<file path="config.mk">
export PLATFORM = sky130hd
export DESIGN_NAME = supply_voltage_monitor_flat
export DESIGN_NICKNAME = d
export VERILOG_FILES = /design/src/design/svm_pkg.sv /design/src/design/svm_if.sv /design/src/design/supply_voltage_monitor.sv /design/src/flat_wrapper.sv
export SDC_FILE = /design/constraint.sdc
export NUM_CORES = 1
export LEC_CHECK = 0
export ABC_AREA = 1
export BUFFER_PORTS_ARGS = -buffer_cell sky130_fd_sc_hd__buf_4
export CAP_MARGIN = 20
export CORE_UTILIZATION = 50
export DETAILED_ROUTE_END_ITERATION = 8
export PLACE_DENSITY = 0.68
export SKIP_CTS_REPAIR_TIMING = 1
export SLEW_MARGIN = 15
export SYNTH_ARGS = -nofsm -noshare
export SYNTH_HDL_FRONTEND = slang
export SYNTH_SLANG_ARGS = --single-unit
</file>
<file path="constraint.sdc">
create_clock -name clk -period 7.7 [get_ports clk]
set_input_delay 0.385 -clock clk [delete_from_list [all_inputs] [get_ports clk]]
set_output_delay 0.385 -clock clk [all_outputs]
set_load 0.01 [all_outputs]
</file>
<file path="src/design/svm_pkg.sv">
// ----------------------------------------------------------------------------
// svm_pkg: shared types and constants of the supply voltage monitor
// Word widths, reset values and the digit weight table used by the
// monitor's digit extraction steps.
// ----------------------------------------------------------------------------
package svm_pkg;

  // Field widths
  localparam int NUM_W   = 21;
  localparam int ACC_W   = 27;
  localparam int MV_W    = 14;
  localparam int DIGIT_W = 4;

  // Parameter defaults
  localparam int FILTER_SHIFT_DEF = 6;
  localparam int SAMPLE_BITS_DEF  = 10;

  // Reset values and limits
  localparam logic [NUM_W-1:0] NUM_RESET = NUM_W'(1105920);
  localparam logic [MV_W-1:0]  SHOW_MAX  = MV_W'(9999);
  localparam int               START_MV  = 5000;

  // Digit extraction: three digits, four binary weights each
  localparam int DIG_STEPS = 12;

  typedef logic [MV_W-1:0] mv_t;

  // Weight compared against the residual at each extraction step
  function automatic mv_t digit_weight(input logic [3:0] idx);
    mv_t w;
    case (idx)
      4'd0:    w = MV_W'(8000);
      4'd1:    w = MV_W'(4000);
      4'd2:    w = MV_W'(2000);
      4'd3:    w = MV_W'(1000);
      4'd4:    w = MV_W'(800);
      4'd5:    w = MV_W'(400);
      4'd6:    w = MV_W'(200);
      4'd7:    w = MV_W'(100);
      4'd8:    w = MV_W'(80);
      4'd9:    w = MV_W'(40);
      4'd10:   w = MV_W'(20);
      4'd11:   w = MV_W'(10);
      default: w = '0;
    endcase
    return w;
  endfunction

endpackage

</file>
<file path="src/design/svm_if.sv">
// ----------------------------------------------------------------------------
// svm_if: channel interfaces of the supply voltage monitor
// Sample channel and result channel, valid/ready handshake.
// ----------------------------------------------------------------------------
interface svm_in_if #(
  parameter int SAMPLE_BITS = svm_pkg::SAMPLE_BITS_DEF
);
  logic                   valid;
  logic                   ready;
  logic [SAMPLE_BITS-1:0] raw_sample;

  modport source (output valid, output raw_sample, input ready);
  modport sink   (input valid, input raw_sample, output ready);
endinterface

interface svm_out_if;
  logic                        valid;
  logic                        ready;
  logic                        divide_error;
  logic [svm_pkg::MV_W-1:0]    supply_mv;
  logic [svm_pkg::DIGIT_W-1:0] volts_digit;
  logic [svm_pkg::DIGIT_W-1:0] tenths_digit;
  logic [svm_pkg::DIGIT_W-1:0] hundredths_digit;

  modport source (output valid, output divide_error, output supply_mv,
                  output volts_digit, output tenths_digit,
                  output hundredths_digit, input ready);
  modport sink   (input valid, input divide_error, input supply_mv,
                  input volts_digit, input tenths_digit,
                  input hundredths_digit, output ready);
endinterface

</file>
<file path="src/design/supply_voltage_monitor.sv">
// Sequence: sample accept, divide steps, filter update, display load, digit
// steps, result hold; a zero sample skips the divide steps and filter update.
// A new word is accepted only after the result is taken; the single shared
// subtractor, one bit per cycle, sets the pace.
// Reset: filter accumulator to 5000 mV times 2^FILTER_SHIFT, numerator to
// 1105920, sequencer idle, no result pending.
// ----------------------------------------------------------------------------
// supply_voltage_monitor: supply millivolts from a bandgap reading
// Divides the reference numerator by the sample, feeds a leaky accumulator
// and extracts decimal digits; divide and digit steps share one compare-subtract unit.
// ----------------------------------------------------------------------------
module supply_voltage_monitor #(
  parameter int FILTER_SHIFT = svm_pkg::FILTER_SHIFT_DEF,
  parameter int SAMPLE_BITS  = svm_pkg::SAMPLE_BITS_DEF
) (
  input  logic                      clk,
  input  logic                      rst_n,
  svm_in_if.sink                    in_ch,
  svm_out_if.source                 out_ch,
  input  logic                      cfg_wr_en,
  input  logic [svm_pkg::NUM_W-1:0] cfg_wr_data
);
  import svm_pkg::*;

  localparam int SUB_W = (SAMPLE_BITS + 1 > MV_W) ? SAMPLE_BITS + 1 : MV_W;
  localparam int CNT_W = $clog2(NUM_W + 1);
  localparam logic [ACC_W-1:0] ACC_RESET = ACC_W'(START_MV << FILTER_SHIFT);
  localparam logic [ACC_W:0]   ACC_MAX   = {1'b0, {ACC_W{1'b1}}};

  localparam logic [2:0] S_IDLE = 3'd0;
  localparam logic [2:0] S_DIV  = 3'd1;
  localparam logic [2:0] S_UPD  = 3'd2;
  localparam logic [2:0] S_DISP = 3'd3;
  localparam logic [2:0] S_DIG  = 3'd4;
  localparam logic [2:0] S_OUT  = 3'd5;

  // Control state
  logic [2:0]       state_r, state_nxt;
  logic [CNT_W-1:0] cnt_r, cnt_nxt;
  logic [NUM_W-1:0] numer_r, numer_nxt;
  logic [ACC_W-1:0] acc_r, acc_nxt;
  logic             err_r, err_nxt;

  // Working payload
  logic [SAMPLE_BITS-1:0] divisor_r, divisor_nxt;
  logic [NUM_W-1:0]       quot_r, quot_nxt;
  logic [SUB_W-1:0]       work_r, work_nxt;
  logic [DIG_STEPS-1:0]   digits_r, digits_nxt;
  logic [MV_W-1:0]        shown_r, shown_nxt;

  // Shared compare-subtract unit
  logic [SUB_W-1:0] op_a, op_b;
  logic [SUB_W:0]   diff;
  logic             fits;

  logic [SAMPLE_BITS:0] rem_shift;
  logic [ACC_W:0]       acc_sum;
  logic [ACC_W-1:0]     acc_scaled;

  assign rem_shift = {work_r[SAMPLE_BITS-1:0], quot_r[NUM_W-1]};

  always_comb begin
    if (state_r == S_DIV) begin
      op_a = SUB_W'(rem_shift);
      op_b = SUB_W'(divisor_r);
    end else begin
      op_a = work_r;
      op_b = SUB_W'(digit_weight(cnt_r[3:0]));
    end
  end

  assign diff = {1'b0, op_a} - {1'b0, op_b};
  assign fits = ~diff[SUB_W];

  // Leaky accumulator update and display scaling
  assign acc_sum    = {1'b0, acc_r} - {1'b0, acc_r >> FILTER_SHIFT}
                    + (ACC_W + 1)'(quot_r);
  assign acc_scaled = acc_r >> FILTER_SHIFT;

  // Sequencer
  always_comb begin
    state_nxt   = state_r;
    cnt_nxt     = cnt_r;
    numer_nxt   = numer_r;
    acc_nxt     = acc_r;
    err_nxt     = err_r;
    divisor_nxt = divisor_r;
    quot_nxt    = quot_r;
    work_nxt    = work_r;
    digits_nxt  = digits_r;
    shown_nxt   = shown_r;

    if (cfg_wr_en) begin
      numer_nxt = cfg_wr_data;
    end

    case (state_r)
      S_IDLE: begin
        if (in_ch.valid) begin
          divisor_nxt = in_ch.raw_sample;
          quot_nxt    = numer_r;
          work_nxt    = '0;
          cnt_nxt     = CNT_W'(NUM_W - 1);
          err_nxt     = (in_ch.raw_sample == '0);
          state_nxt   = (in_ch.raw_sample == '0) ? S_DISP : S_DIV;
        end
      end
      // One quotient bit per cycle
      S_DIV: begin
        work_nxt = fits ? diff[SUB_W-1:0] : SUB_W'(rem_shift);
        quot_nxt = {quot_r[NUM_W-2:0], fits};
        cnt_nxt  = cnt_r - 1'b1;
        if (cnt_r == '0) begin
          state_nxt = S_UPD;
        end
      end
      // Fold the quotient into the filter, saturating
      S_UPD: begin
        acc_nxt   = (acc_sum > ACC_MAX) ? ACC_MAX[ACC_W-1:0] : acc_sum[ACC_W-1:0];
        state_nxt = S_DISP;
      end
      // Load the saturated display value
      S_DISP: begin
        shown_nxt = (acc_scaled > ACC_W'(SHOW_MAX)) ? SHOW_MAX : MV_W'(acc_scaled);
        work_nxt  = (acc_scaled > ACC_W'(SHOW_MAX)) ? SUB_W'(SHOW_MAX)
                                                    : SUB_W'(acc_scaled);
        cnt_nxt   = '0;
        state_nxt = S_DIG;
      end
      // One binary digit weight per cycle
      S_DIG: begin
        if (fits) begin
          work_nxt = diff[SUB_W-1:0];
        end
        digits_nxt = {digits_r[DIG_STEPS-2:0], fits};
        cnt_nxt    = cnt_r + 1'b1;
        if (cnt_r == CNT_W'(DIG_STEPS - 1)) begin
          state_nxt = S_OUT;
        end
      end
      // Hold the result until taken
      S_OUT: begin
        if (out_ch.ready) begin
          state_nxt = S_IDLE;
        end
      end
      default: begin
        state_nxt = S_IDLE;
      end
    endcase
  end

  // Control registers
  always_ff @(posedge clk) begin
    if (!rst_n) begin
      state_r <= S_IDLE;
      cnt_r   <= '0;
      numer_r <= NUM_RESET;
      acc_r   <= ACC_RESET;
      err_r   <= 1'b0;
    end else begin
      state_r <= state_nxt;
      cnt_r   <= cnt_nxt;
      numer_r <= numer_nxt;
      acc_r   <= acc_nxt;
      err_r   <= err_nxt;
    end
  end

  // Payload registers
  always_ff @(posedge clk) begin
    divisor_r <= divisor_nxt;
    quot_r    <= quot_nxt;
    work_r    <= work_nxt;
    digits_r  <= digits_nxt;
    shown_r   <= shown_nxt;
  end

  // Channel outputs
  assign in_ch.ready             = (state_r == S_IDLE);
  assign out_ch.valid            = (state_r == S_OUT);
  assign out_ch.divide_error     = err_r;
  assign out_ch.supply_mv        = shown_r;
  assign out_ch.volts_digit      = digits_r[11:8];
  assign out_ch.tenths_digit     = digits_r[7:4];
  assign out_ch.hundredths_digit = digits_r[3:0];

endmodule

</file>
<file path="src/flat_wrapper.sv">
// flat-port wrapper written by rule: the top's interface ports become plain ports
module supply_voltage_monitor_flat import svm_pkg::*;
#(
  parameter int FILTER_SHIFT = svm_pkg::FILTER_SHIFT_DEF,
  parameter int SAMPLE_BITS  = svm_pkg::SAMPLE_BITS_DEF
)
  (clk, rst_n, cfg_wr_en, cfg_wr_data, in_ch_valid, in_ch_raw_sample, in_ch_ready, out_ch_valid, out_ch_divide_error, out_ch_supply_mv, out_ch_volts_digit, out_ch_tenths_digit, out_ch_hundredths_digit, out_ch_ready);
  svm_in_if #(.SAMPLE_BITS(SAMPLE_BITS)) in_ch_i ();
  svm_out_if out_ch_i ();
  input  logic clk;
  input  logic rst_n;
  input  logic cfg_wr_en;
  input  logic [svm_pkg::NUM_W-1:0] cfg_wr_data;
  input wire logic [$bits(in_ch_i.valid)-1:0] in_ch_valid;
  input wire logic [$bits(in_ch_i.raw_sample)-1:0] in_ch_raw_sample;
  output wire logic [$bits(in_ch_i.ready)-1:0] in_ch_ready;
  output wire logic [$bits(out_ch_i.valid)-1:0] out_ch_valid;
  output wire logic [$bits(out_ch_i.divide_error)-1:0] out_ch_divide_error;
  output wire logic [$bits(out_ch_i.supply_mv)-1:0] out_ch_supply_mv;
  output wire logic [$bits(out_ch_i.volts_digit)-1:0] out_ch_volts_digit;
  output wire logic [$bits(out_ch_i.tenths_digit)-1:0] out_ch_tenths_digit;
  output wire logic [$bits(out_ch_i.hundredths_digit)-1:0] out_ch_hundredths_digit;
  input wire logic [$bits(out_ch_i.ready)-1:0] out_ch_ready;
  assign in_ch_i.valid = in_ch_valid;
  assign in_ch_i.raw_sample = in_ch_raw_sample;
  assign in_ch_ready = in_ch_i.ready;
  assign out_ch_valid = out_ch_i.valid;
  assign out_ch_divide_error = out_ch_i.divide_error;
  assign out_ch_supply_mv = out_ch_i.supply_mv;
  assign out_ch_volts_digit = out_ch_i.volts_digit;
  assign out_ch_tenths_digit = out_ch_i.tenths_digit;
  assign out_ch_hundredths_digit = out_ch_i.hundredths_digit;
  assign out_ch_i.ready = out_ch_ready;
  supply_voltage_monitor #(.FILTER_SHIFT(FILTER_SHIFT), .SAMPLE_BITS(SAMPLE_BITS)) u_core (.clk(clk), .rst_n(rst_n), .in_ch(in_ch_i), .out_ch(out_ch_i), .cfg_wr_en(cfg_wr_en), .cfg_wr_data(cfg_wr_data));
endmodule
</file>
==> results.md <==
* Status: finished, final reports clean
* Avg Inst Size Synth at 7.449 sq um
* Layout cells sized above 1 at 12.44%
* DRC errors left at 0
* RSZ-0062 raised after global routing: false
* Worst Hold End: u_core.divisor_r[2]
* DRT antenna net count at 0
* CP endpoint kind: flop
* First-pass GRT wire length at 40,260 um
* Fin crit share at 57.15%
* Worst R2R Path Depth at 16
* Clock Path Buffers at 2
* Gpl congestion at 0.9405
* Number of global-route vias before repair at 7,674
* Hold_ws at 141.8 ps
* #FFs+latches synth at 140
* FP Rows at 50
* Largest net degree at the start of global routing at 77
* Inserted Clock Buffers at 17
* Core area at 0.01896 sq mm
* IO Pins at 65
* Cells after synthesis at 1,313
* Leading area contributor after synthesis: edfxtp_1
* Clock sinks at 140
* Clk Latency, worst-skew pair at 430 ps
* Final nets at 1,488
* Seq. cell area at 0.003513 sq mm
* Setup Crit Path Kind: reg2reg
* CP Data Arrival Time at 4470 ps
* First-pass detailed-route iteration total at 5
* Port Buffer Count at 64
* Post-synthesis sequential area ratio at 35.92%
* Post-DR vias/cell at 5.128
* FF-to-FF End: u_core.work_r[1]
* Startpoint types: flop
* CTS tree: built
* Synthesis-to-layout area growth at 13.30%
* Crit path from: u_core.state_r[2]
* Reg-to-Reg Start: u_core.state_r[2]
* Final wirelength at 25,130 um
* Die ar. at 0.02012 sq mm
* Post-layout minimum cycle time at 4400 ps
* Worst hold start: in_ch_raw_sample[2]
* Mapped Nets at 1,431
* Post-synth EDFFs at 71
* Sum of negative setup slack at 0 ps
* Synth Flop Type: edfxtp_1
* Vias at 8,425
* Crit Path Max Fanout at 76
* Synth top area share at 21.80%
* Final core occ at 58.46%
* Worst Hold Class: in2reg
* Max cap viols at 0
* DIE WIDTH at 141.9 um
* Actual slew at the worst max-slew pin at 955.9 ps
* Synth top cells by count: nand2_1, inv_1, nor2_1
* Distinct cells, synth at 52
* Slew Viols, Final at 0
* Post-DP HPWL at 19,630 um
* Synthesis Warnings at 0
* Reg clk slew, reported paths at 60 ps
* Synthesized area at 0.009781 sq mm
* Routed WL per cell at 15.29 um
* Top cells by area, synth: edfxtp_1, dfxtp_1, nand2_1
* Area of the multi-input gates at 0.005220 sq mm
* Initial Utilization at 51.60%
* Hold Vio Cnt, Final at 0
* Worst Skew at 16.09 ps
* Most frequent cell after synthesis: nand2_1
* Ys async rst share at 0%
* Relative slew slack at 35.88%
* N_diodes at 0
* Crit path required time at 7760 ps
* Fmax achieved at 0.2273 GHz
* GRT overflow at 0
* H-Tree Depth at 4
* Hold Crit Depth at 1
* Clock root buffer: clkbuf_16
* Final setup vio count at 0
* Initial antenna violation count at 0
* Total global-route track usage at 26.23%
* DRT iter0 DRCs at 751
* Die height at 141.9 um
* Fill count at 1,761
* Flop-to-flop setup slack at 3300 ps
## cell families after synthesis
kind of cell    share of synthesized area, %
simple gates                           28.72
buf+inv                                10.71
compound gates                         9.428
flops                                  35.92
fa+ha+maj                              12.26
xor+xnor                               2.149
mux                                   0.8188
## worst max-delay path, stage by stage, from the launching register on
cell and delay [ps]:
dfxtp_1 530, inv_1 160, nand2_4 620, inv_2 350
or2_2 360, o21ai_0 120, inv_1 100, fa_1 450
inv_1 100, nand3_1 60, nand2_1 140, nand2_1 70
nand2_1 150, nand3b_4 140, nand2_4 160, o21ai_0 90
inv_1 430
## layer usage
layer  vias up  routed length, um  global-route usage, %
met5         -                  0                      0
met4         0                506                  8.263
met3        28               1810                  5.704
met2       281              10690                  39.02
met1      3838              12120                  37.79
li1       4278                  -                      -
## final cells by class
| type | count | share of cell area (%) |
|---|---|---|
| multi-input combinational | 903 | 47.10 |
| sequential | 140 | 31.70 |
| timing repair buffer | 66 | 4.471 |
| inverter | 242 | 8.242 |
| clock inverter | 14 | 1.479 |
| tap | 260 | 2.936 |
| clock buffer | 18 | 4.065 |
## sequential cells by signal, summed over array words and instances, names as in the netlist, named ones only
| name | count |
|---|---|
| u_core.state_r | 3 |
| u_core.cnt_r | 5 |
| u_core.out_ch.divide_error | 1 |
| u_core.acc_r | 27 |
| u_core.work_r | 14 |
| u_core.out_ch.supply_mv | 14 |
| u_core.numer_r | 21 |
| u_core.quot_r | 21 |
| u_core.divisor_r | 10 |
| u_core.digits_r | 12 |
## cells in the final DEF, fill, tap and decap left out, types with 2 or more instances in the layout
| master | n |
|---|---|
| a21oi_2 | 5 |
| nand2_4 | 9 |
| a31oi_1 | 2 |
| nor3_1 | 9 |
| xnor2_1 | 15 |
| clkinv_1 | 3 |
| clkinv_8 | 4 |
| fa_1 | 23 |
| nand3_2 | 3 |
| o21ai_1 | 2 |
| inv_1 | 226 |
| nand3b_1 | 5 |
| or2_2 | 5 |
| nor2_2 | 10 |
| nand2_1 | 340 |
| o21bai_1 | 6 |
| inv_8 | 5 |
| o21ai_2 | 9 |
| inv_6 | 4 |
| buf_4 | 66 |
| a21oi_1 | 50 |
| xor2_1 | 9 |
| ha_1 | 59 |
| clkbuf_16 | 18 |
| dfxtp_1 | 69 |
| nand4_1 | 27 |
| inv_4 | 2 |
| nand3_1 | 75 |
| mux2i_1 | 8 |
| nor2_1 | 121 |
| edfxtp_1 | 71 |
| nor4_1 | 2 |
| nand3_4 | 2 |
| o21ai_0 | 79 |
| nand2_2 | 7 |
| a211oi_1 | 2 |
| nor2_4 | 4 |
| inv_2 | 11 |
## through the flow
step | cell area, sq um | std cells | setup slack [ps]
floorplan | 9781 | 1313 | 4504
global placement | 10470 | 1611 | 3426
detailed placement | 10470 | 1611 | 3323
CTS | 11080 | 1643 | 3312
global route | 11080 | 1643 | 2984
finish | 11080 | 1643 | 3300
## worst max path at each step
stage / to / slack (ps)
6_report: u_core.work_r[1] / 3300
5_1_grt: u_core.work_r[1] / 2980
4_1_cts: u_core.work_r[11] / 3310
3_5_place_dp: u_core.work_r[11] / 3320
3_3_place_gp: u_core.work_r[10] / 3430
2_1_floorplan: u_core.work_r[0] / 4500
Power is not shown: default switching activity piles up to over one toggle a cycle in this logic, so the estimate is an artifact.
